**src/hw/rtl/lgpm_pkg.sv**
```systemverilog
// Shared types, constants and elaboration-time tables for the levels and gamma pixel map.
`default_nettype none

package lgpm_pkg;

	localparam int PIXEL_BITS      = 8;
	localparam int FRAC_BITS       = 16;
	localparam int GAMMA_FRAC_BITS = 12;
	localparam int GAMMA_BITS      = 16;
	localparam int EXP_Q           = 30;
	localparam int NUM_REGS        = 5;
	localparam int ADDR_W          = $clog2(4 * NUM_REGS);
	localparam int LUT_DEPTH       = 1 << PIXEL_BITS;
	localparam int DIV_W           = (PIXEL_BITS + FRAC_BITS > 2 * PIXEL_BITS + 1) ?
		PIXEL_BITS + FRAC_BITS : 2 * PIXEL_BITS + 1;
	localparam int LOG_W           = FRAC_BITS + $clog2(FRAC_BITS + 1);
	localparam int EXPO_W          = LOG_W + GAMMA_BITS - GAMMA_FRAC_BITS;

	localparam logic [GAMMA_BITS-1:0] ONE_G = GAMMA_BITS'(1 << GAMMA_FRAC_BITS);

	typedef enum logic [ADDR_W-3:0] {
		REG_BLACK_IN  = 3'd0,
		REG_WHITE_IN  = 3'd1,
		REG_INV_GAMMA = 3'd2,
		REG_BLACK_OUT = 3'd3,
		REG_WHITE_OUT = 3'd4
	} reg_idx_t;

	typedef struct packed {
		logic [PIXEL_BITS-1:0] black_in;
		logic [PIXEL_BITS-1:0] white_in;
		logic [GAMMA_BITS-1:0] inv_gamma;
		logic [PIXEL_BITS-1:0] black_out;
		logic [PIXEL_BITS-1:0] white_out;
	} cfg_t;

	typedef struct packed {
		logic                  we;
		logic [PIXEL_BITS-1:0] addr;
		logic [PIXEL_BITS-1:0] data;
	} lut_wr_t;

	typedef logic [EXP_Q-1:0] fact_arr_t [FRAC_BITS];

	function automatic logic [63:0] isqrt64(input logic [63:0] v_in);
		logic [63:0] v;
		logic [63:0] res;
		logic [63:0] bv;
		v   = v_in;
		res = '0;
		bv  = 64'd1 << 62;
		while (bv > v)
			bv = bv >> 2;
		while (bv != 64'd0) begin
			if (v >= res + bv) begin
				v   = v - (res + bv);
				res = (res >> 1) + bv;
			end else begin
				res = res >> 1;
			end
			bv = bv >> 2;
		end
		return res;
	endfunction

	// Factor i holds 2^(-2^-(i+1)) in Q.EXP_Q, each the square root of the one before.
	function automatic fact_arr_t exp_factors();
		fact_arr_t   f;
		logic [63:0] c;
		c = 64'd1 << (EXP_Q - 1);
		for (int i = 0; i < FRAC_BITS; i++) begin
			c    = isqrt64(c << EXP_Q);
			f[i] = c[EXP_Q-1:0];
		end
		return f;
	endfunction

	localparam fact_arr_t EXP_FACT = exp_factors();

endpackage

`default_nettype wire

```
**src/hw/rtl/lgpm_lut.sv**
```systemverilog
// Curve table: one write port for the builder, one registered read port for pixels.
`default_nettype none

module lgpm_lut (
	input  wire logic                            clk,
	input  wire lgpm_pkg::lut_wr_t               wr,
	input  wire logic                            rd_en,
	input  wire logic [lgpm_pkg::PIXEL_BITS-1:0] rd_addr,
	output logic      [lgpm_pkg::PIXEL_BITS-1:0] rd_data
);
	import lgpm_pkg::*;

	logic [PIXEL_BITS-1:0] mem [LUT_DEPTH];

	always_ff @(posedge clk) begin
		if (wr.we)
			mem[wr.addr] <= wr.data;
	end

	always_ff @(posedge clk) begin
		if (rd_en)
			rd_data <= mem[rd_addr];
	end

endmodule

`default_nettype wire
```
**config.mk**
```make
export PLATFORM = sky130hd
export DESIGN_NAME = lgpm_lut
export DESIGN_NICKNAME = d
export VERILOG_FILES = /design/src/hw/rtl/lgpm_pkg.sv /design/src/hw/rtl/lgpm_lut.sv
export SDC_FILE = /design/constraint.sdc
export NUM_CORES = 2
export LEC_CHECK = 0
export ABC_AREA = 1
export BUFFER_PORTS_ARGS = -buffer_cell sky130_fd_sc_hd__clkbuf_2
export CAP_MARGIN = 20
export CORE_MARGIN = 2
export CORE_UTILIZATION = 51
export CTS_CLUSTER_SIZE = 24
export DETAILED_ROUTE_END_ITERATION = 8
export HOLD_SLACK_MARGIN = 0.12
export PLACE_DENSITY_LB_ADDON = 0.08
export SYNTH_ARGS = -nofsm -noshare
export SYNTH_HDL_FRONTEND = slang
export SYNTH_SLANG_ARGS = --single-unit
```
**constraint.sdc**
```tcl
create_clock -name clk -period 1.9 [get_ports clk]
set_input_delay 0.19 -clock clk [delete_from_list [all_inputs] [get_ports clk]]
set_output_delay 0.19 -clock clk [all_outputs]
set_load 0.05 [all_outputs]
```
Yosys cells after proc, flatten, opt, wreduce, memory -nomap -nowiden

Memory sizes are Yosys's and may differ from the RTL's. A register that Yosys moved wholly into a read port is not among the register bits.
Index checks and enable logic that the tools add are counted.
Widths: inputs -> output; s select.

Register bits: 0
RAM bits: 2048
Input bits: 27
Output and inout port bits: 8
Word-level logic and storage cells: 3
Memories kept: 1

Memory list:

| memory | words | width | rd ports | clocked after memory_dff | wr ports | line           | RTL |
|---|---|---|---|---|---|---|---|
| mem    | 256   | 8     | 1        | 1                        | 1        | lgpm_lut.sv:13 | `logic [PIXEL_BITS-1:0] mem [LUT_DEPTH];` |

Multiplexer cells: 2

Operators by type and width:

| cell   | count |
|---|---|
| $mux 1 | 2 |

Longest topological paths before layout

Word-level depth: 2
Mapped depth: 15
Gate-level depth less buffers: 11

Worst setup path before layout

OpenSTA, ideal clock, no wires.

Path kind: in2reg
From: input wr[16] (netlist bit)
To: memory mem[162][0], enable pin
Library setup time: 0.370 ns
Arrival: 1.311 ns
Data required time: 1.530 ns
Path slack: 0.219 ns
Cell stages on the path: 4
Buffers on the path: 2
Cell sequence: clkbuf_1 > nand3_1 > clkbuf_1 > nor2_1

Word-level cells in the longest chain between the ends: 2

Ends and longest elaborated chain:

| item                         | line           | RTL |
|---|---|---|
| start: declaration           | lgpm_lut.sv:6  | `input wire lgpm_pkg::lut_wr_t wr,` |
| $mux 1                       | lgpm_lut.sv:16 | `if (wr.we)` |
| $mux 1 (not written as such) | lgpm_lut.sv:17 | `mem[wr.addr] <= wr.data;` |
| end: declaration             | lgpm_lut.sv:13 |  |

Every way passes these cells.

Worst setup path after layout

From: register rd_data[0] (netlist bit), read port of mem
To: output rd_data[0] (netlist bit)

RTL lines:

| item               | line          | RTL |
|---|---|---|
| start: declaration | lgpm_lut.sv:9 | `output logic [lgpm_pkg::PIXEL_BITS-1:0] rd_data` |

No word-level cell between the ends.

==> flow_results.org <==
** Cells and area
- Fraction of final layout cells sized beyond drive strength 1 :: 14.1%
- Excluding fillers, the count of instances in the completed layout stands at 9816.
- Summing all non-filler instances in the final layout gives an area of 98000 um2.
- From synthesis to final layout, the design area changed by 17.4%.
- At the end of the flow, the number of nets in the layout was 7509.
- Number of filler cells placed in the layout :: 13200

** Logic synthesis
- The number of nets handed over by synthesis was 7030.
- Cell count after synthesis :: 7003
- Synthesized cell area :: 83500 um2
- Counting distinct cell types in the post-synthesis netlist gives 13.
- Yosys printed 0 warnings.
- Proportion of synthesized chip area in sequential cells :: 74.0%
- Counting flops and latches in the post-synthesis netlist gives 2056.
- Dividing the synthesized area by the synthesized cell count gives 11.9 um2.

** Floorplanning
- Initial standard-cell utilization of the core :: 51.3%
- I/O pins :: 35
- Die Outline Area :: 167000 um2
- The region available for standard cell placement spans 163000 um2.
- Die Ht :: 409 um
- The floorplan step set the die width to 409 um.
- After floorplanning, the core was divided into 148 placement rows.

** Global route
- Number of antenna violations at the first check in global routing :: 11
- GR Util All Layers :: 28.6%
- Leftover overflow at the end of global routing :: 0
- The number of global-route vias before repair came to 53800.
- Pin count of the biggest net entering global routing :: 79
- Wire length of the first global-routing pass :: 355 mm

** Timing
- The max-slew violation total from the final report is 0.
- After layout, the worst setup slack is 13.8 ps.
- Fmax :: 530 MHz
- For the finished layout, the period the worst path requires is 1890 ps.
- Final Skew :: 22.0 ps
- Setup repair after global routing could not meet its margin everywhere.
- Final worst-path cycle share :: 99.3%
- Headroom to the max-slew limit came out at 51.5%.
- Final Hold Vio Count :: 0
- Pin slew with the least headroom to its limit :: 727 ps
- Setup-failing EPs final :: 0
- Accumulated negative setup slack :: 0 ps

** Place
- In this run the tool buffered the top-level ports with 34 buffer cells.
- Summed over all nets, the half-perimeter wirelength after detailed placement is 152 mm.
- Weighted congestion at the end of routability-driven global placement :: 0.886
- Including well taps, the total number of placed cells is 9431.
- Before CTS, the worst setup slack after placement is -855 ps.
- In this run the cell area measured after placement is 91200 um2.

** Worst setup path
- The worst setup path is launched from a flip-flop.
- Largest stage delay, worst path :: 570 ps
- Capture point of the worst reg-to-reg path :: rd_data[1]
- The worst setup path is captured at an output port.
- The slowest stage of the critical path belongs to the cell edfxtp_1.
- Largest delay share family, worst path :: flip-flops
- The worst register-to-register path has a setup slack of 30 ps.
- By startpoint and endpoint, the worst setup path is classified as flip-flop to output port.
- Worst r2r path cells :: 10
- Data arrives at the worst endpoint at 1700 ps.
- Startpoint of the worst register-to-register path :: mem[80][1]
- Walking the worst path, the cells encountered are clkbuf_8.
- Of all nets on the critical path, the largest fanout is 1.
- The number of buffers and inverters on the critical path is 1.
- Data on the critical path is required at its endpoint by 1710 ps.
- In this run the number of cells on the critical path is 1.

** Clock network
- Clk root buf :: clkbuf_16
- Number of buffers added for setup after CTS :: 0
- After clock tree synthesis, the clock-pin slew on the worst setup and hold paths is 60 ps.
- The longest clock path from root to sink contains 3 buffers.
- TritonCTS created 208 clock buffers.
- TritonCTS built the clock tree.
- The clock reaches the later pin of the worst-skew pair after 850 ps.
- Num Clock Sinks :: 2056
- The H-tree was split into 4 levels.

** Hold path
- The min-delay analysis places its worst path in the category primary input to flip-flop.
- HP Start :: wr[10]
- For hold timing, the worst endpoint is mem[165][2].
- Along the worst hold path, the cell count comes to 8.

** Route
- Number of design-rule violations left by the first detailed-router iteration :: 6705
- In the final routed layout, each cell accounts on average for 24.4 um.
- In the routed design, unresolved DRC markers number 0.
- Residual antenna-violating net count after detailed routing :: 0
- Post-DR vias/cell :: 5.76
- Final WL :: 240 mm
- Via count :: 56500
- The pre-antenna-repair detailed-routing pass consisted of 6 iterations.

** Status
- Result of the run :: finished, final reports clean

** Power
- Power spread over the standard cell area amounts to 975 nW/um2.
- Summed over all cells, the static leakage comes to 35.3 nW.
- Across the VDD grid, the largest voltage drop is 0.00107 V.

** Run
- The tool flagged a number of max-cap violations equal to 0.
-- flip-flops by register name, summed over array words and instances (netlist names) --
name and count:
mem 2048, rd_data 8
-- worst max path at each step --
stage	slack, ps	start	to
after floorplan	220	wr[16]	mem[162][0]
after global placement	-830	rd_addr[0]	rd_data[6]
after detailed placement	-850	rd_addr[0]	rd_data[6]
after global routing	-3	mem[7][6]	rd_data[6]
after CTS	-7	mem[61][6]	rd_data[6]
final	10	rd_data[0]	rd_data[0]
-- routing by layer --
layer,track usage (%),wire [um],vias up
li1,-,-,25800
met2,44.9,112000,2381
met3,4.41,18900,414
met5,0,54,-
met4,9.43,7800,8
met1,41.3,101000,27900
-- cell usage in the layout (no fill, tap or decap), types with 2 or more instances in the layout --
master and n:
nor2_1 282, nand2_2 13, clkinvlp_4 3, clkinv_8 2
nand3_4 3, inv_6 6, nand3_1 1969, edfxtp_1 2056
buf_8 11, dlygate4sd3_1 15, clkinv_2 34, nand2_1 2109
bufinv_16 10, inv_16 5, clkbuf_1 51, buf_4 556
inv_1 34, diode_2 2, nand3_2 47, inv_8 2
clkbuf_16 211, buf_12 147, clkinv_1 45, clkbuf_2 20
-- logic make-up (layout without fill, tap and decap cells) --
family | Yosys count | in the layout | synth area share, %
other | 0 | 2 | 0
flip-flops | 2056 | 2056 | 74.0
buffers and inverters | 522 | 1158 | 3.12
AND/OR/NAND/NOR | 4425 | 4425 | 22.9
-- cell usage after synthesis --
cell      instances  area share, %
inv_2             2         0.0090
buf_1            40           0.18
edfxtp_1       2056             74
inv_1            36           0.16
nand2_1        2123            9.5
nor2_1          283            1.3
clkbuf_1        112           0.50
buf_6            16           0.22
inv_4             1         0.0075
buf_2           268            1.6
nand3_1        2019             12
buf_8             1          0.018
buf_4            46           0.41
-- metrics by stage --
stage | power, mW | hold WS [ps] | utilization, %
after floorplan | 54.2 | 289 | -
after global placement | 57.6 | 591 | 56.1
after detailed placement | 57.6 | 592 | 56.1
after CTS | 95.9 | 153 | 60.1
after global routing | 98.2 | 265 | 60.3
final | 95.5 | 203 | 60.3
-- power breakdown --
group          total (mW)  internal [mW]  switching (mW)
combinational        6.77           2.06            4.71
sequential           50.1           50.0          0.0484
clock                38.7           21.6            17.0
total                95.5           73.7            21.8
-- final cells by class --
cell class	instances	area [um2]	share of cell area, %
clock inverter	105	836	0.853
antenna	2	5.00	0.00511
tap	2175	2720	2.78
multi-input combinational	4425	19500	19.9
inverter	39	180	0.184
timing repair buffer	752	7580	7.73
sequential	2056	61700	63.0
clock buffer	262	5470	5.58
-- what timing repair did --
action	in CTS	in global routing
gates resized for setup	23	38
endpoints found under the hold margin	2074	0
hold buffers	15	0
setup endpoints to repair	7	14
No activity file was read; power rests on OpenSTA's default activity.
