<file path="src/hw/rtl/lgpm_pkg.sv">
// Shared types, constants and elaboration-time tables for the levels and gamma pixel map.
`default_nettype none

package lgpm_pkg;

	localparam int PIXEL_BITS      = 8;
	localparam int FRAC_BITS       = 16;
	localparam int GAMMA_FRAC_BITS = 12;
	localparam int GAMMA_BITS      = 16;
	localparam int EXP_Q           = 30;
	localparam int NUM_REGS        = 5;
	localparam int ADDR_W          = $clog2(4 * NUM_REGS);
	localparam int LUT_DEPTH       = 1 << PIXEL_BITS;
	localparam int DIV_W           = (PIXEL_BITS + FRAC_BITS > 2 * PIXEL_BITS + 1) ?
		PIXEL_BITS + FRAC_BITS : 2 * PIXEL_BITS + 1;
	localparam int LOG_W           = FRAC_BITS + $clog2(FRAC_BITS + 1);
	localparam int EXPO_W          = LOG_W + GAMMA_BITS - GAMMA_FRAC_BITS;

	localparam logic [GAMMA_BITS-1:0] ONE_G = GAMMA_BITS'(1 << GAMMA_FRAC_BITS);

	typedef enum logic [ADDR_W-3:0] {
		REG_BLACK_IN  = 3'd0,
		REG_WHITE_IN  = 3'd1,
		REG_INV_GAMMA = 3'd2,
		REG_BLACK_OUT = 3'd3,
		REG_WHITE_OUT = 3'd4
	} reg_idx_t;

	typedef struct packed {
		logic [PIXEL_BITS-1:0] black_in;
		logic [PIXEL_BITS-1:0] white_in;
		logic [GAMMA_BITS-1:0] inv_gamma;
		logic [PIXEL_BITS-1:0] black_out;
		logic [PIXEL_BITS-1:0] white_out;
	} cfg_t;

	typedef struct packed {
		logic                  we;
		logic [PIXEL_BITS-1:0] addr;
		logic [PIXEL_BITS-1:0] data;
	} lut_wr_t;

	typedef logic [EXP_Q-1:0] fact_arr_t [FRAC_BITS];

	function automatic logic [63:0] isqrt64(input logic [63:0] v_in);
		logic [63:0] v;
		logic [63:0] res;
		logic [63:0] bv;
		v   = v_in;
		res = '0;
		bv  = 64'd1 << 62;
		while (bv > v)
			bv = bv >> 2;
		while (bv != 64'd0) begin
			if (v >= res + bv) begin
				v   = v - (res + bv);
				res = (res >> 1) + bv;
			end else begin
				res = res >> 1;
			end
			bv = bv >> 2;
		end
		return res;
	endfunction

	// Factor i holds 2^(-2^-(i+1)) in Q.EXP_Q, each the square root of the one before.
	function automatic fact_arr_t exp_factors();
		fact_arr_t   f;
		logic [63:0] c;
		c = 64'd1 << (EXP_Q - 1);
		for (int i = 0; i < FRAC_BITS; i++) begin
			c    = isqrt64(c << EXP_Q);
			f[i] = c[EXP_Q-1:0];
		end
		return f;
	endfunction

	localparam fact_arr_t EXP_FACT = exp_factors();

endpackage

`default_nettype wire

</file>
<file path="src/hw/rtl/lgpm_regs.sv">
// Configuration register file behind the APB-style port.
`default_nettype none

module lgpm_regs (
	input  wire logic                        clk,
	input  wire logic                        arst_n,
	input  wire logic                        psel,
	input  wire logic                        penable,
	input  wire logic                        pwrite,
	input  wire logic [lgpm_pkg::ADDR_W-1:0] paddr,
	input  wire logic [31:0]                 pwdata,
	output logic      [31:0]                 prdata,
	output logic                             pready,
	output lgpm_pkg::cfg_t                   cfg,
	output logic                             cfg_wr
);
	import lgpm_pkg::*;

	reg_idx_t idx;
	cfg_t     cfg_q;
	logic     wr_en;

	assign idx    = reg_idx_t'(paddr[ADDR_W-1:2]);
	assign wr_en  = psel & penable & pwrite;
	assign pready = 1'b1;
	assign cfg    = cfg_q;
	assign cfg_wr = wr_en;

	always_ff @(posedge clk or negedge arst_n) begin
		if (!arst_n) begin
			cfg_q.black_in  <= '0;
			cfg_q.white_in  <= '1;
			cfg_q.inv_gamma <= ONE_G;
			cfg_q.black_out <= '0;
			cfg_q.white_out <= '1;
		end else if (wr_en) begin
			unique case (idx)
				REG_BLACK_IN:  cfg_q.black_in  <= pwdata[PIXEL_BITS-1:0];
				REG_WHITE_IN:  cfg_q.white_in  <= pwdata[PIXEL_BITS-1:0];
				REG_INV_GAMMA: cfg_q.inv_gamma <= pwdata[GAMMA_BITS-1:0];
				REG_BLACK_OUT: cfg_q.black_out <= pwdata[PIXEL_BITS-1:0];
				REG_WHITE_OUT: cfg_q.white_out <= pwdata[PIXEL_BITS-1:0];
				default: ;
			endcase
		end
	end

	always_comb begin
		prdata = '0;
		unique case (idx)
			REG_BLACK_IN:  prdata = 32'(cfg_q.black_in);
			REG_WHITE_IN:  prdata = 32'(cfg_q.white_in);
			REG_INV_GAMMA: prdata = 32'(cfg_q.inv_gamma);
			REG_BLACK_OUT: prdata = 32'(cfg_q.black_out);
			REG_WHITE_OUT: prdata = 32'(cfg_q.white_out);
			default:       prdata = '0;
		endcase
	end

endmodule

`default_nettype wire

</file>
<file path="config.mk">
export PLATFORM = sky130hd
export DESIGN_NAME = lgpm_regs
export DESIGN_NICKNAME = d
export VERILOG_FILES = /design/src/hw/rtl/lgpm_pkg.sv /design/src/hw/rtl/lgpm_regs.sv
export SDC_FILE = /design/constraint.sdc
export NUM_CORES = 1
export LEC_CHECK = 0
export BUFFER_PORTS_ARGS = -buffer_cell sky130_fd_sc_hd__buf_2
export CAP_MARGIN = 20
export CORE_MARGIN = 3
export CORE_UTILIZATION = 46
export DETAILED_ROUTE_END_ITERATION = 16
export PLACE_DENSITY = 0.82
export SLEW_MARGIN = 20
export SYNTH_ARGS = -nofsm -noshare
export SYNTH_HDL_FRONTEND = slang
export SYNTH_SLANG_ARGS = --single-unit
</file>
<file path="constraint.sdc">
create_clock -name clk -period 1.7 [get_ports clk]
set_input_delay 0.255 -clock clk [delete_from_list [all_inputs] [get_ports clk]]
set_output_delay 0.255 -clock clk [all_outputs]
set_load 0.02 [all_outputs]
</file>
# Yosys cells after proc, flatten, opt, wreduce, memory -nomap -nowiden
# Index checks and enable logic that the tools add are counted.
[classes]
eq_ne = 4
mux = 1
bitwise_logic = 2
n_reduce_logical = 6
[ops]
columns = ["op", "count"]
rows = [
  ["case mux 16 bit (5 select lines)", 1],
  ["AND reduction 2 bit", 5],
  ["== test 3 x 2 -> 1 bit, second input constant", 2],
  ["== test 3 x 1 -> 1 bit, second input constant", 1],
  ["== test 3 bit, second input constant", 1],
  ["zero test 3 bit", 1],
  ["AND 1 bit", 2],
]
[word_totals]
regBits = 48
in_bits = 42
output_inout_bits = 82
word_cells = 18

# Depth between registers and ports, before layout
[logic_depth]
depth_word = 3
depth_mapped = 5
depth_no_buf = 3

# Least setup slack after synthesis
# Ideal clock, no wire load.
[synth_path]
kind = "input-to-output"
startpoint = "input port paddr[3] in the netlist's numbering"
endpoint = "output port prdata[0]"
t_arrival_ps = 1369
required_time_ps = 1445
path_slack_ps = 76
path_stages = 4
n_path_buf = 2
cell_sequence = "buf_6 > buf_2 > mux2_2 > a221o_1"
[synth_between]
elab_chain_cells = 2
elab_cells_between_ends = 6
classes_between = "eq/ne: 4; mux: 1; reduce/logical: 1"
[synth_rtl]
columns = ["element", "line", "rtl"]
rows = [
  ["from (decl)", "lgpm_regs.sv:10", "input wire logic [lgpm_pkg::ADDR_W-1:0] paddr,"],
  ["== test 3 bit, or another cell as far along", "lgpm_regs.sv:50", "unique case (idx)"],
  ["case mux 16 bit (5 select lines) (*)", "lgpm_regs.sv:50", ""],
  ["to (decl)", "lgpm_regs.sv:12", "output logic [31:0] prdata,"],
]
# Every way passes the cells marked *; elsewhere a longest branch is shown, timed or not.

# Worst setup path in the final report
[layout_path]
startpoint = "register cfg_q, in the netlist cfg[17]"
endpoint = "output port prdata[1]"
[layout_between]
elab_chain_cells = 1
[layout_rtl]
columns = ["element", "line", "rtl"]
rows = [
  ["from (decl)", "lgpm_regs.sv:20", "cfg_t cfg_q;"],
  ["case mux 16 bit (5 select lines)", "lgpm_regs.sv:50", ""],
]
# No other way between the ends.

==> results_dict.tcl <==
set metrics [dict create \
    status "finished, violations left" \
    violations "setup timing" \
    synthCells 176 \
    cap_violations 0 \
    slew_headroom_pct 61.0 \
    antenna_found_initial 0 \
    dieArea_um2 6220 \
    fin_crit_ps 1770 \
    cts_root_buf "clkbuf_8" \
    synth.cell_area_um2 2440 \
    worst_pin_slew_ps 584 \
    power.leakage_nw 1.72 \
    tns_ps -102 \
    netlist.area_leader.share_pct 31.7 \
    largest_reg_flops 48 \
    drc_errors 0 \
    firstDrtPassIters 4 \
    synth_area_leaders "dfrtp_1 32%, mux2_2 22%, dfstp_2 18%" \
    synth_common_cells "47 x mux2_2, 31 x dfrtp_1, 19 x buf_4" \
    synth.most_common_cell "mux2_2" \
    syn_area_per_cell_um2 13.9 \
    multiInputGateArea_um2 1100 \
    grt_usage_pct 19.3 \
    holdPathEnd "cfg[31]" \
    die_h_um 78.9 \
    crit_fanout 3 \
    clock-sinks 48 \
    power_frac_clock_pct 24.2 \
    dieWidth_um 78.9 \
    finClkSkew_ps 0 \
    gp_congestion 0.772 \
    critPathRequiredTime_ps 1440 \
    clock_latency_ps 300 \
    setup_violations 2 \
    rsz0062_at_grt "yes" \
    drive_gt1_share_pct 70.2 \
    yosysSeqAreaShare_pct 50.0 \
    post-place-ws_ps -69.5 \
    r2r_end "cfg[19]" \
    cts_made_buffers 5 \
    hold_viol_final 0 \
    crit_type "reg2out" \
    layout.area.seq_um2 1220 \
    drtIter0Drc 59 \
    cp-startpoint "cfg[17]" \
    syn2layout_area_growth_pct 34.4 \
    htreeDepth 2 \
    grt_pass1_vias 1763 \
    max_freq_mhz 566 \
    hold_path_class "in2reg" \
    peakVddDrop_mv 0.712 \
    synth.ff_latch_count 48 \
    seqPwrFrac_pct 42.4 \
    end_kind "primary output" \
    synth_edf_count 0 \
    synthArstFlopShare_pct 100 \
    yosysTopAreaCell "dfrtp_1" \
    fill_cells 389 \
    synth_warnings 0 \
    vias_per_cell 5.03 \
    dp_hpwl_um 4200 \
    final_net_count 336 \
    worstHoldStart "pwdata[15]" \
    holdPathStages 2 \
    overflow 0 \
    timing.final.ws_setup_ps -67.4 \
    netSwitchingFraction_pct 32.6 \
    wirelength_um 5810 \
    fp.coreArea_um2 4910 \
    r2r_cells 2 \
    p_comb_share_pct 33.4 \
    p_sw_mw 1.22 \
    port_buffers 88 \
    report.final.slew_viol_count 0 \
    reg2reg_setup_slack_ps 790 \
    avgRoutedWirePerCell_um 16.1 \
    start_kind "flop" \
    power.internal_mw 2.52 \
    power_mw 3.74 \
    fin_crit_sh_pct 104 \
    reg2reg_from "cfg[19]" \
    vias 1821 \
    clkTransAtPathRegs_ps 90 \
    clock_path_buffers 2 \
    initial_core_util_pct 49.8 \
    ant_nets 0 \
    synth_cell_types 25 \
    n_antenna_cell 0 \
    cts_tree "built" \
    synth_flop_cell "dfrtp_1" \
    grt_pass1_wl_um 9170 \
    num_rows 25 \
    io_pins 124 \
    cp_data_arrival_time_ps 1510 \
    p_per_area_nw_per_um2 1140 \
    grt_max_degree 49 \
]
-- power groups by stage --
stage / Sequential [mW] / Clock [mW] / Combinational, mW
CTS: 1.59 / 0.925 / 1.16
detailed placement: 1.60 / 0 / 1.14
finish: 1.58 / 0.903 / 1.25
global placement: 1.60 / 0 / 1.12
global route: 1.62 / 0.974 / 1.33
floorplan: 1.87 / 0 / 0.480
-- what timing repair did --
item | in CTS | in global routing
hold endpoints to repair | 31 | 0
buffers inserted | 1 | 9
pin swaps | 0 | 5
setup endpoints to repair | 7 | 8
gates resized for setup | 2 | 15
hold buffers | 1 | 0
-- cell families after synthesis --
| group | share of synthesized area [%] |
|---|---|
| muxes | 30.4 |
| buffers and inverters | 7.73 |
| and+or+nand+nor | 8.14 |
| AOI/OAI and AO/OA | 3.43 |
| DFF | 50.0 |
| other | 0.307 |
-- worst max-delay path by stage --
stage and to:
2_1_floorplan prdata[0], 3_3_place_gp prdata[5], 3_5_place_dp prdata[3], 4_1_cts prdata[1], 5_1_grt prdata[1], 6_report prdata[1]
-- layout by cell type, fill, tap and decap left out, types with 3 or more instances in the layout --
cell	instances
buf_2	81
conb_1	17
nand2b_1	3
nor2_1	9
a221o_1	6
clkbuf_8	7
and2_1	8
buf_4	28
mux2_4	10
mux2_2	45
mux2i_1	7
buf_6	7
dfrtp_1	31
dfstp_2	17
-- final cells by class --
cell class	count	share of cell area, %
tap	67	2.55
clock buffer	7	2.93
multi-input combinational	118	33.5
timing repair buffer	119	22.7
clock inverter	1	0.915
sequential	48	37.2
inverter	2	0.229
-- layer usage --
| layer | global-route usage (%) | share of wire [%] | vias up |
|---|---|---|---|
| li1 | - | - | 832 |
| met1 | 25.5 | 43 | 911 |
| met2 | 30.8 | 48 | 73 |
| met3 | 6.24 | 8.3 | 5 |
| met4 | 4.81 | 0.74 | 0 |
| met5 | 0 | 0 | - |
-- stage by stage --
| stage | util (%) | instances | hold WS [ps] | cell area, µm² |
|---|---|---|---|---|
| floorplan | - | 191 | -40.6 | 2500 |
| global placement | 61.5 | 343 | 256 | 3020 |
| detailed placement | 61.5 | 343 | 259 | 3020 |
| CTS | 64.5 | 353 | 164 | 3170 |
| global route | 66.9 | 362 | 159 | 3280 |
| finish | 66.9 | 362 | 173 | 3280 |
-- critical path, stage by stage (launching register included) --
cell	delay (ps)
dfrtp_1	410
mux4_2	460
a22o_1	210
buf_6	130
Power figures use the tool's default switching activity.
