$ cat config.mk
export PLATFORM = sky130hd
export DESIGN_NAME = lgpm_engine
export DESIGN_NICKNAME = d
export VERILOG_FILES = /design/src/hw/rtl/lgpm_pkg.sv /design/src/hw/rtl/lgpm_engine.sv
export SDC_FILE = /design/constraint.sdc
export NUM_CORES = 2
export LEC_CHECK = 0
export ABC_CLOCK_PERIOD_IN_PS = 11600
export BUFFER_PORTS_ARGS = -buffer_cell sky130_fd_sc_hd__buf_4
export CORE_MARGIN = 2
export CORE_UTILIZATION = 55
export CTS_BUF_LIST = sky130_fd_sc_hd__clkbuf_4
export CTS_CLUSTER_DIAMETER = 40
export DETAILED_ROUTE_END_ITERATION = 10
export GPL_TIMING_DRIVEN = 1
export PLACE_DENSITY = 0.71
export SLEW_MARGIN = 20
export SYNTH_ARGS = -nofsm -noshare
export SYNTH_HDL_FRONTEND = slang
export SYNTH_SLANG_ARGS = --single-unit
export TNS_END_PERCENT = 100
$ cat constraint.sdc
create_clock -name clk -period 11.6 [get_ports clk]
set_input_delay 3.48 -clock clk [delete_from_list [all_inputs] [get_ports clk]]
set_output_delay 3.48 -clock clk [all_outputs]
set_load 0.01 [all_outputs]
$ cat src/hw/rtl/lgpm_pkg.sv
// Shared types, constants and elaboration-time tables for the levels and gamma pixel map.
`default_nettype none

package lgpm_pkg;

	localparam int PIXEL_BITS      = 8;
	localparam int FRAC_BITS       = 16;
	localparam int GAMMA_FRAC_BITS = 12;
	localparam int GAMMA_BITS      = 16;
	localparam int EXP_Q           = 30;
	localparam int NUM_REGS        = 5;
	localparam int ADDR_W          = $clog2(4 * NUM_REGS);
	localparam int LUT_DEPTH       = 1 << PIXEL_BITS;
	localparam int DIV_W           = (PIXEL_BITS + FRAC_BITS > 2 * PIXEL_BITS + 1) ?
		PIXEL_BITS + FRAC_BITS : 2 * PIXEL_BITS + 1;
	localparam int LOG_W           = FRAC_BITS + $clog2(FRAC_BITS + 1);
	localparam int EXPO_W          = LOG_W + GAMMA_BITS - GAMMA_FRAC_BITS;

	localparam logic [GAMMA_BITS-1:0] ONE_G = GAMMA_BITS'(1 << GAMMA_FRAC_BITS);

	typedef enum logic [ADDR_W-3:0] {
		REG_BLACK_IN  = 3'd0,
		REG_WHITE_IN  = 3'd1,
		REG_INV_GAMMA = 3'd2,
		REG_BLACK_OUT = 3'd3,
		REG_WHITE_OUT = 3'd4
	} reg_idx_t;

	typedef struct packed {
		logic [PIXEL_BITS-1:0] black_in;
		logic [PIXEL_BITS-1:0] white_in;
		logic [GAMMA_BITS-1:0] inv_gamma;
		logic [PIXEL_BITS-1:0] black_out;
		logic [PIXEL_BITS-1:0] white_out;
	} cfg_t;

	typedef struct packed {
		logic                  we;
		logic [PIXEL_BITS-1:0] addr;
		logic [PIXEL_BITS-1:0] data;
	} lut_wr_t;

	typedef logic [EXP_Q-1:0] fact_arr_t [FRAC_BITS];

	function automatic logic [63:0] isqrt64(input logic [63:0] v_in);
		logic [63:0] v;
		logic [63:0] res;
		logic [63:0] bv;
		v   = v_in;
		res = '0;
		bv  = 64'd1 << 62;
		while (bv > v)
			bv = bv >> 2;
		while (bv != 64'd0) begin
			if (v >= res + bv) begin
				v   = v - (res + bv);
				res = (res >> 1) + bv;
			end else begin
				res = res >> 1;
			end
			bv = bv >> 2;
		end
		return res;
	endfunction

	// Factor i holds 2^(-2^-(i+1)) in Q.EXP_Q, each the square root of the one before.
	function automatic fact_arr_t exp_factors();
		fact_arr_t   f;
		logic [63:0] c;
		c = 64'd1 << (EXP_Q - 1);
		for (int i = 0; i < FRAC_BITS; i++) begin
			c    = isqrt64(c << EXP_Q);
			f[i] = c[EXP_Q-1:0];
		end
		return f;
	endfunction

	localparam fact_arr_t EXP_FACT = exp_factors();

endpackage

`default_nettype wire

$ cat src/hw/rtl/lgpm_engine.sv
// Table builder: computes the levels and gamma curve one entry at a time and writes it.
`default_nettype none

module lgpm_engine (
	input  wire logic        clk,
	input  wire logic        arst_n,
	input  wire lgpm_pkg::cfg_t cfg,
	input  wire logic        restart,
	output logic             busy,
	output lgpm_pkg::lut_wr_t wr
);
	import lgpm_pkg::*;

	localparam int LP_W   = $clog2(DIV_W);
	localparam int LP_IDX = $clog2(FRAC_BITS);
	localparam int SH_W   = $clog2(FRAC_BITS + 1);
	localparam int KS_W   = $clog2(EXP_Q + 1);
	localparam int K_W    = EXPO_W - FRAC_BITS;
	localparam int NUM_W  = FRAC_BITS + 1;
	localparam int NW     = FRAC_BITS + PIXEL_BITS + 2;
	localparam int SQ_W   = 2 * FRAC_BITS + 2;
	localparam int GP_W   = LOG_W + GAMMA_BITS;
	localparam int EP_W   = 2 * EXP_Q + 1;
	localparam int Y_W    = PIXEL_BITS + 1;
	localparam logic [FRAC_BITS:0] ONE_T = {1'b1, {FRAC_BITS{1'b0}}};

	typedef enum logic [9:0] {
		ST_IDLE  = 10'b0000000001,
		ST_CLASS = 10'b0000000010,
		ST_DIV   = 10'b0000000100,
		ST_NORM  = 10'b0000001000,
		ST_SQ    = 10'b0000010000,
		ST_GMUL  = 10'b0000100000,
		ST_EXP   = 10'b0001000000,
		ST_EFIN  = 10'b0010000000,
		ST_LMUL  = 10'b0100000000,
		ST_WRITE = 10'b1000000000
	} state_t;

	typedef enum logic [1:0] {
		DEN_ONE  = 2'd0,
		DEN_SPAN = 2'd1,
		DEN_FULL = 2'd2
	} den_t;

	state_t                  state_q, state_n;
	logic [PIXEL_BITS-1:0]   x_q, x_n;
	logic [LP_W-1:0]         lp_q, lp_n;
	logic [PIXEL_BITS-1:0]   span_q, span_n;
	logic [NUM_W-1:0]        num_q, num_n;
	den_t                    den_q, den_n;
	logic                    lvl_q, lvl_n;
	logic [DIV_W-1:0]        dvd_q, dvd_n;
	logic [PIXEL_BITS-1:0]   rem_q, rem_n;
	logic [DIV_W-1:0]        quo_q, quo_n;
	logic [FRAC_BITS:0]      m_q, m_n;
	logic [SH_W-1:0]         sh_q, sh_n;
	logic [FRAC_BITS-1:0]    frac_q, frac_n;
	logic [EXPO_W-1:0]       e_q, e_n;
	logic [EXP_Q:0]          acc_q, acc_n;
	logic [PIXEL_BITS-1:0]   q_q, q_n;

	logic                    rev, ig_zero, ig_unit;
	logic [PIXEL_BITS-1:0]   diff, d_c, span_c;
	logic [PIXEL_BITS:0]     r2, rsub;
	logic                    ge;
	logic [DIV_W-1:0]        qfin;
	logic [SQ_W-1:0]         sq;
	logic [FRAC_BITS+1:0]    sq_sh;
	logic [LOG_W-1:0]        neg;
	logic [GP_W-1:0]         gprod;
	logic [LP_IDX-1:0]       lp_idx, fidx;
	logic [FRAC_BITS-1:0]    ef;
	logic [EP_W-1:0]         eprod;
	logic [K_W-1:0]          k;
	logic                    kbig;
	logic [EXP_Q:0]          acc_sh, acc_sh2;
	logic [NUM_W-1:0]        num_e, num_c;
	logic [NUM_W+PIXEL_BITS-1:0] nprod;
	logic [FRAC_BITS:0]      bias;
	logic [NW-1:0]           nsum;
	logic [Y_W-1:0]          ysum;
	logic [PIXEL_BITS-1:0]   y;

	assign rev     = cfg.white_out < cfg.black_out;
	assign diff    = rev ? cfg.black_out - cfg.white_out : cfg.white_out - cfg.black_out;
	assign ig_zero = cfg.inv_gamma == '0;
	assign ig_unit = cfg.inv_gamma == ONE_G;

	// Normalized distance of the entry from the black point, over the input span.
	always_comb begin
		priority if (cfg.white_in <= cfg.black_in) begin
			d_c    = PIXEL_BITS'(x_q >= cfg.black_in);
			span_c = PIXEL_BITS'(1);
		end else if (x_q <= cfg.black_in) begin
			d_c    = '0;
			span_c = PIXEL_BITS'(1);
		end else if (x_q >= cfg.white_in) begin
			d_c    = PIXEL_BITS'(1);
			span_c = PIXEL_BITS'(1);
		end else begin
			d_c    = x_q - cfg.black_in;
			span_c = cfg.white_in - cfg.black_in;
		end
	end

	// One restoring division step per cycle.
	assign r2   = {rem_q, dvd_q[DIV_W-1]};
	assign rsub = r2 - {1'b0, span_q};
	assign ge   = r2 >= {1'b0, span_q};
	assign qfin = {quo_q[DIV_W-2:0], ge};

	// Logarithm by repeated squaring of the normalized mantissa.
	assign sq    = SQ_W'(m_q) * SQ_W'(m_q);
	assign sq_sh = sq[SQ_W-1:FRAC_BITS];
	assign neg   = (LOG_W'(sh_q) << FRAC_BITS) - LOG_W'(frac_q);
	assign gprod = GP_W'(neg) * GP_W'(cfg.inv_gamma);

	// Power of two as a product of root factors chosen by the fraction bits.
	assign lp_idx = lp_q[LP_IDX-1:0];
	assign fidx   = LP_IDX'(FRAC_BITS - 1) - lp_idx;
	assign ef     = e_q[FRAC_BITS-1:0];
	assign eprod  = EP_W'(acc_q) * EP_W'(EXP_FACT[lp_idx]);
	assign k      = e_q[EXPO_W-1:FRAC_BITS];
	assign kbig   = k > K_W'(EXP_Q);
	assign acc_sh  = acc_q >> k[KS_W-1:0];
	assign acc_sh2 = acc_sh >> (EXP_Q - FRAC_BITS);
	assign num_e   = acc_sh2[FRAC_BITS:0];
	assign num_c   = (num_e > ONE_T) ? ONE_T : num_e;

	// Output line: the bias turns the floor into a ceiling for a falling output range.
	always_comb begin
		unique case (den_q)
			DEN_SPAN: bias = NUM_W'(span_q - 1'b1);
			DEN_FULL: bias = ONE_T - 1'b1;
			default:  bias = '0;
		endcase
		if (!rev)
			bias = '0;
	end

	assign nprod = (NUM_W + PIXEL_BITS)'(num_q) * (NUM_W + PIXEL_BITS)'(diff);
	assign nsum  = NW'(nprod) + NW'(bias);
	assign ysum  = rev ? {1'b0, cfg.black_out} - {1'b0, q_q} : {1'b0, cfg.black_out} + {1'b0, q_q};
	assign y     = ysum[PIXEL_BITS] ? '1 : ysum[PIXEL_BITS-1:0];

	always_comb begin
		state_n = state_q;
		x_n     = x_q;
		lp_n    = lp_q;
		span_n  = span_q;
		num_n   = num_q;
		den_n   = den_q;
		lvl_n   = lvl_q;
		dvd_n   = dvd_q;
		rem_n   = rem_q;
		quo_n   = quo_q;
		m_n     = m_q;
		sh_n    = sh_q;
		frac_n  = frac_q;
		e_n     = e_q;
		acc_n   = acc_q;
		q_n     = q_q;
		unique case (state_q)
			ST_IDLE: ;
			ST_CLASS: begin
				span_n = span_c;
				if (d_c == '0) begin
					num_n   = NUM_W'(ig_zero);
					den_n   = DEN_ONE;
					state_n = ST_LMUL;
				end else if (d_c == span_c || ig_unit) begin
					num_n   = NUM_W'(d_c);
					den_n   = DEN_SPAN;
					state_n = ST_LMUL;
				end else begin
					dvd_n   = DIV_W'({d_c, {FRAC_BITS{1'b0}}});
					rem_n   = '0;
					lp_n    = '0;
					lvl_n   = 1'b0;
					state_n = ST_DIV;
				end
			end
			ST_DIV: begin
				dvd_n = dvd_q << 1;
				rem_n = ge ? rsub[PIXEL_BITS-1:0] : r2[PIXEL_BITS-1:0];
				quo_n = qfin;
				lp_n  = lp_q + 1'b1;
				if (lp_q == LP_W'(DIV_W - 1)) begin
					if (lvl_q) begin
						q_n     = qfin[PIXEL_BITS-1:0];
						state_n = ST_WRITE;
					end else if (qfin[FRAC_BITS-1:0] == '0) begin
						num_n   = ig_zero ? ONE_T : '0;
						den_n   = DEN_FULL;
						state_n = ST_LMUL;
					end else begin
						m_n     = {1'b0, qfin[FRAC_BITS-1:0]};
						sh_n    = '0;
						state_n = ST_NORM;
					end
				end
			end
			ST_NORM: begin
				if (m_q[FRAC_BITS]) begin
					lp_n    = '0;
					frac_n  = '0;
					state_n = ST_SQ;
				end else begin
					m_n  = m_q << 1;
					sh_n = sh_q + 1'b1;
				end
			end
			ST_SQ: begin
				m_n    = sq_sh[FRAC_BITS+1] ? sq_sh[FRAC_BITS+1:1] : sq_sh[FRAC_BITS:0];
				frac_n = {frac_q[FRAC_BITS-2:0], sq_sh[FRAC_BITS+1]};
				lp_n   = lp_q + 1'b1;
				if (lp_q == LP_W'(FRAC_BITS - 1))
					state_n = ST_GMUL;
			end
			ST_GMUL: begin
				e_n     = gprod[GP_W-1:GAMMA_FRAC_BITS];
				acc_n   = {1'b1, {EXP_Q{1'b0}}};
				lp_n    = '0;
				state_n = ST_EXP;
			end
			ST_EXP: begin
				if (ef[fidx])
					acc_n = eprod[2*EXP_Q:EXP_Q];
				lp_n = lp_q + 1'b1;
				if (lp_q == LP_W'(FRAC_BITS - 1))
					state_n = ST_EFIN;
			end
			ST_EFIN: begin
				num_n   = kbig ? '0 : num_c;
				den_n   = DEN_FULL;
				state_n = ST_LMUL;
			end
			ST_LMUL: begin
				if (den_q == DEN_SPAN) begin
					dvd_n   = DIV_W'(nsum);
					rem_n   = '0;
					lp_n    = '0;
					lvl_n   = 1'b1;
					state_n = ST_DIV;
				end else begin
					q_n     = (den_q == DEN_FULL) ? nsum[FRAC_BITS+PIXEL_BITS-1:FRAC_BITS] :
						nsum[PIXEL_BITS-1:0];
					state_n = ST_WRITE;
				end
			end
			ST_WRITE: begin
				if (x_q == '1) begin
					state_n = ST_IDLE;
				end else begin
					x_n     = x_q + 1'b1;
					state_n = ST_CLASS;
				end
			end
			default: state_n = ST_IDLE;
		endcase
		if (restart) begin
			state_n = ST_CLASS;
			x_n     = '0;
		end
	end

	always_ff @(posedge clk or negedge arst_n) begin
		if (!arst_n) begin
			state_q <= ST_CLASS;
			x_q     <= '0;
			lp_q    <= '0;
		end else begin
			state_q <= state_n;
			x_q     <= x_n;
			lp_q    <= lp_n;
		end
	end

	always_ff @(posedge clk) begin
		span_q <= span_n;
		num_q  <= num_n;
		den_q  <= den_n;
		lvl_q  <= lvl_n;
		dvd_q  <= dvd_n;
		rem_q  <= rem_n;
		quo_q  <= quo_n;
		m_q    <= m_n;
		sh_q   <= sh_n;
		frac_q <= frac_n;
		e_q    <= e_n;
		acc_q  <= acc_n;
		q_q    <= q_n;
	end

	assign busy = state_q != ST_IDLE;
	assign wr   = '{we: state_q == ST_WRITE, addr: x_q, data: y};

`ifndef SYNTHESIS
	a_sq_normalized: assert property (@(posedge clk) disable iff (!arst_n)
		(state_q == ST_SQ) |-> m_q[FRAC_BITS])
		else $error("mantissa left the normalized range during squaring");

	a_idle_after_last: assert property (@(posedge clk) disable iff (!arst_n)
		(state_q == ST_IDLE) |-> (x_q == '1))
		else $error("table build stopped before the last entry");

	a_div_nonzero: assert property (@(posedge clk) disable iff (!arst_n)
		(state_q == ST_DIV) |-> (span_q != '0))
		else $error("division by a zero input span");
`endif

endmodule

`default_nettype wire

### Yosys cells after proc, flatten, opt, wreduce, memory -nomap -nowiden

Memories as Yosys holds them, arrays and structs flattened.
Cells that the tools add are included.
Widths: inputs -> output; s select.

* bits in registers: 200
* memory bits (read-only): 480
* bits of input ports: 51
* output and inout port bits: 18
* memories kept: 1

* add/subtract/negate cells: 14
* multipliers: 4
* order comparisons: 10
* equality and inequality tests: 37
* shift operators: 1
* multiplexer cells: 83
* bitwise operators: 1
* reductions and logical operators: 27

Memories
* (name not given): depth 16, bits a word 30, rd ports 1, clocked after Yosys merged registers in 0, wr ports 0, RTL line lgpm_engine.sv:123 `assign eprod = EP_W'(acc_q) * EP_W'(EXP_FACT[lp_idx]);`

Operator list (number)
* $mux 17: 14
* $mux 8: 19
* $pmux 17 s3: 2
* $pmux 10 s10: 1
* $mux 24: 3
* $pmux 24 s3: 1
* $mux 10: 7
* $pmux 31 s2: 1
* $mul 31x30->61: 1
* $mux 30: 2
* $mux 5: 8
* $sub 8x8->8: 5
* $mul 21x16->37: 1
* $mux 9: 4
* $mul 17x17->34: 1
* $pmux 17 s2: 1
* $logic_not 16->1: 2
* $pmux 16 s2: 1
* $mux 31: 1
* $shr 31x5->31: 1
* $ne 2x2->1 const B: 14
* $pmux 5 s5: 1
* $reduce_and 5->1: 5
* $add 24x17->24: 1
* 53 further kinds: 80

### Longest topological paths before layout

* depth after elaboration: 10
* gate-level depth with buffers: 39
* depth with buffers taken out: 36

### Worst setup path after synthesis

Ideal clock, no wire load.

* path kind: in2out
* start point: input cfg[0] in the netlist's numbering
* end point: output wr[2] in the netlist's numbering
* arrival time: 7.357 ns
* required time: 8.120 ns
* setup slack: 0.763 ns
* cell stages on the path: 22
* path through: inv_1 -> ha_1 -> inv_1 -> fa_1 -> a21o_1 -> a21oi_1 -> nor2_1 -> o21ai_0 -> a211o_1 -> buf_1 -> clkbuf_1 -> o21ai_0 -> fa_1 -> a21oi_1 -> nor2_1 -> nor2_1 -> o21bai_1 -> a21oi_1 -> o21bai_1 -> a21oi_1 -> xor2_1 -> nand2b_1

RTL lines
* start: declaration: RTL line lgpm_engine.sv:7 `input wire lgpm_pkg::cfg_t cfg,`
* end: declaration: RTL line lgpm_engine.sv:10 `output lgpm_pkg::lut_wr_t wr`

==> metrics.cfg <==
[setup_path]
startpoint_type=input pin
cp-startpoint=cfg[0]
rr_endpoint=acc_q[17]
required_ns=8.12
cp.arrival_ns=7.61
path_class=input pin to primary output
r2r_cells=35
r2r_start=lp_q[0]
r2r_slack_ns=0.96
worst-path-max-fanout=21
cp-endpoint=wr[0]
cp-end-kind=primary output

[sta]
post-route-period-util=0.956
rsz0062_at_grt=false
fin_crit_ns=11.09
tns_ns=0
hold_viol=0
fmax_ghz=0.0902
finalClockSkew_ns=0.0354
worst_pin_slew_ns=1.18
slew_violations=0
setup_viol=0
relSlewSlack=0.216

[drt]
wirelength_um=170000
vias=47766
via_per_inst=5.61
drt_iter0_markers=3602
wl_per_cell_um=20.0
ant_nets=0
route.detailed.drc=1
dr.pass1.iters=9

[grt]
grt_use_met2=0.480
grt_start_max_net_pins=48
busiest_layer=met2
grt_pass1_vias=51860
antenna_found_initial=5
grt_util_all_layers=0.295
grt_pass1_wl_um=277000
met3_usage=0.0522
grt-ovfl-total=0
use_met1=0.402

[outcome]
status=complete, but fails checks
violations=design-rule violations

[yosys]
synth_cells=7084
synth_area_leaders=fa_1 43%, ha_1 11%, inv_1 9.5%
ys.warnings.count=0
ys_ff_latch=200
async_flop_share=0.115
syn_area_per_cell_sq_um=9.08
synth_top_area_share=0.427
synth_edf_count=177
yosysTopAreaCell=fa_1
synth-main-ff-cell=edfxtp_1
yosysSeqAreaShare=0.0916
synthesis.area_sq_mm=0.0644
synth_fp_nets=9083
ys_types=78

[clocking]
clock-root-buffer=clkbuf_4
cts_resized=0
cts.sinks=200
cts_buffers=17
path_clk_slew_ns=0.22
cts_tree=done
post_cts_buffers=0
ctsHtreeMaxLevel=4
clockBufferDepth=2
cts_hold_buf=0
clk_latency_ns=0.79

[layout]
fill_cells=10236
syn2layout_area_growth_pct=4.34
final_util=0.579
final_cell_mix=1632 x inv_1, 1372 x fa_1, 973 x nand2_1
layout_commonest_cell=inv_1
fin_area_sq_mm=0.0671
drive_above_1_share=0.0432
fin_nets=8973

[floorplanning]
std_cell_rows=125
die_x_um=346
core-area_sq_mm=0.116
die_area_sq_mm=0.120
initial_utilization=0.555
chipHeight_um=346
io_pins=69

[placed_design]
dpl_cell_area_sq_mm=0.0667
port-buffer-count=68
hpwl_um=134000
routabilityCongestion=0.958

[job]
drv_cap=0

[hold_path]
hp-class=flip-flop to flip-flop

state kept, by name (all words and copies together) (netlist names), 10 cells and up:
| register | flops |
|---|---|
| acc_q | 31 |
| e_q | 25 |
| dvd_q | 24 |
| m_q | 17 |
| num_q | 17 |
| frac_q | 16 |
| quo_q | 15 |
| state_q | 10 |
final cells by class:
type / instances / area [sq um] / share of cell area
Clock buffer: 17 / 128 / 0.00190
Clock inverter: 15 / 214 / 0.00319
Multi-Input combinational cell: 4926 / 51400 / 0.765
Timing Repair Buffer: 194 / 1480 / 0.0221
Tap cell: 1524 / 1910 / 0.0284
Inverter: 1635 / 6140 / 0.0914
Antenna cell: 3 / 7.51 / 0.000112
Sequential cell: 200 / 5890 / 0.0877
synth_stat cells (16+ instances only):
library cell	count
nor2b_1	48
fa_1	1372
inv_1	1633
nor3_1	54
clkbuf_1	308
a211o_1	21
xor2_1	61
a21oi_1	165
a211oi_1	22
mux2i_1	32
o21ai_0	133
o21bai_1	25
a21o_1	62
nor4_1	18
nand3_1	26
xnor2_1	114
and3_1	22
nand4_1	34
and2_1	648
nand2_1	975
o21a_1	20
or3_1	16
nor2_1	226
ha_1	576
a22oi_1	23
nand2b_1	56
a31oi_1	21
edfxtp_1	177
dfrtp_1	22
layer usage:
layer,vias to the layer above,wire length [um],part of all wire
met5,-,13,0.000076
met4,2,5510,0.032
met3,327,14200,0.083
met2,1861,79900,0.47
met1,24522,70700,0.42
li1,21054,-,-
per-stage QoR:
| step | std cells | hold slack [ns] | worst slack (ns) |
|---|---|---|---|
| 6_report | 8514 | 0.526 | 0.511 |
| 5_1_grt | 8514 | 0.546 | 0.0820 |
| 4_1_cts | 8509 | 0.521 | 0.504 |
| 3_5_place_dp | 8477 | 0.479 | 0.123 |
| 3_3_place_gp | 8477 | 0.475 | 0.264 |
| 2_1_floorplan | 7084 | 0.451 | 0.763 |
kinds of logic (layout without fill, tap and decap cells):
group	Yosys count	count (layout)	synth area share
compound gates	584	584	0.0578
xor+xnor	176	176	0.0241
fa+ha+maj	1948	1948	0.539
buf+inv	1958	1861	0.115
flops	200	200	0.0916
mux	47	47	0.00935
other cells	0	3	0
simple gates	2171	2171	0.164
critical path, stage by stage:
cell	delay, ns
buf_4	0.12
inv_1	0.05
ha_1	0.17
inv_1	0.08
fa_1	0.38
a21o_1	0.19
a21oi_1	0.19
nor2_1	0.06
o21ai_0	0.20
a211o_1	0.23
buf_4	0.29
o21ai_0	0.17
fa_1	0.43
a21oi_1	0.16
nor2_1	0.05
nor2_1	0.15
o21bai_1	0.08
a21oi_1	0.23
o21bai_1	0.09
a21oi_1	0.17
xor2_1	0.34
or2_2	0.18
buf_4	0.11
worst min path at each step:
stage,cells past startpoint,endpoint,slack [ns],from
global placement,0,quo_q[10],0.48,quo_q[9]
floorplan,0,quo_q[11],0.45,quo_q[10]
finish,0,quo_q[14],0.53,quo_q[13]
detailed placement,0,quo_q[14],0.48,quo_q[13]
global route,0,quo_q[8],0.55,quo_q[7]
CTS,0,quo_q[10],0.52,quo_q[9]
Power is not shown: default switching activity piles up to over one toggle a cycle in this logic, so the estimate is an artifact.
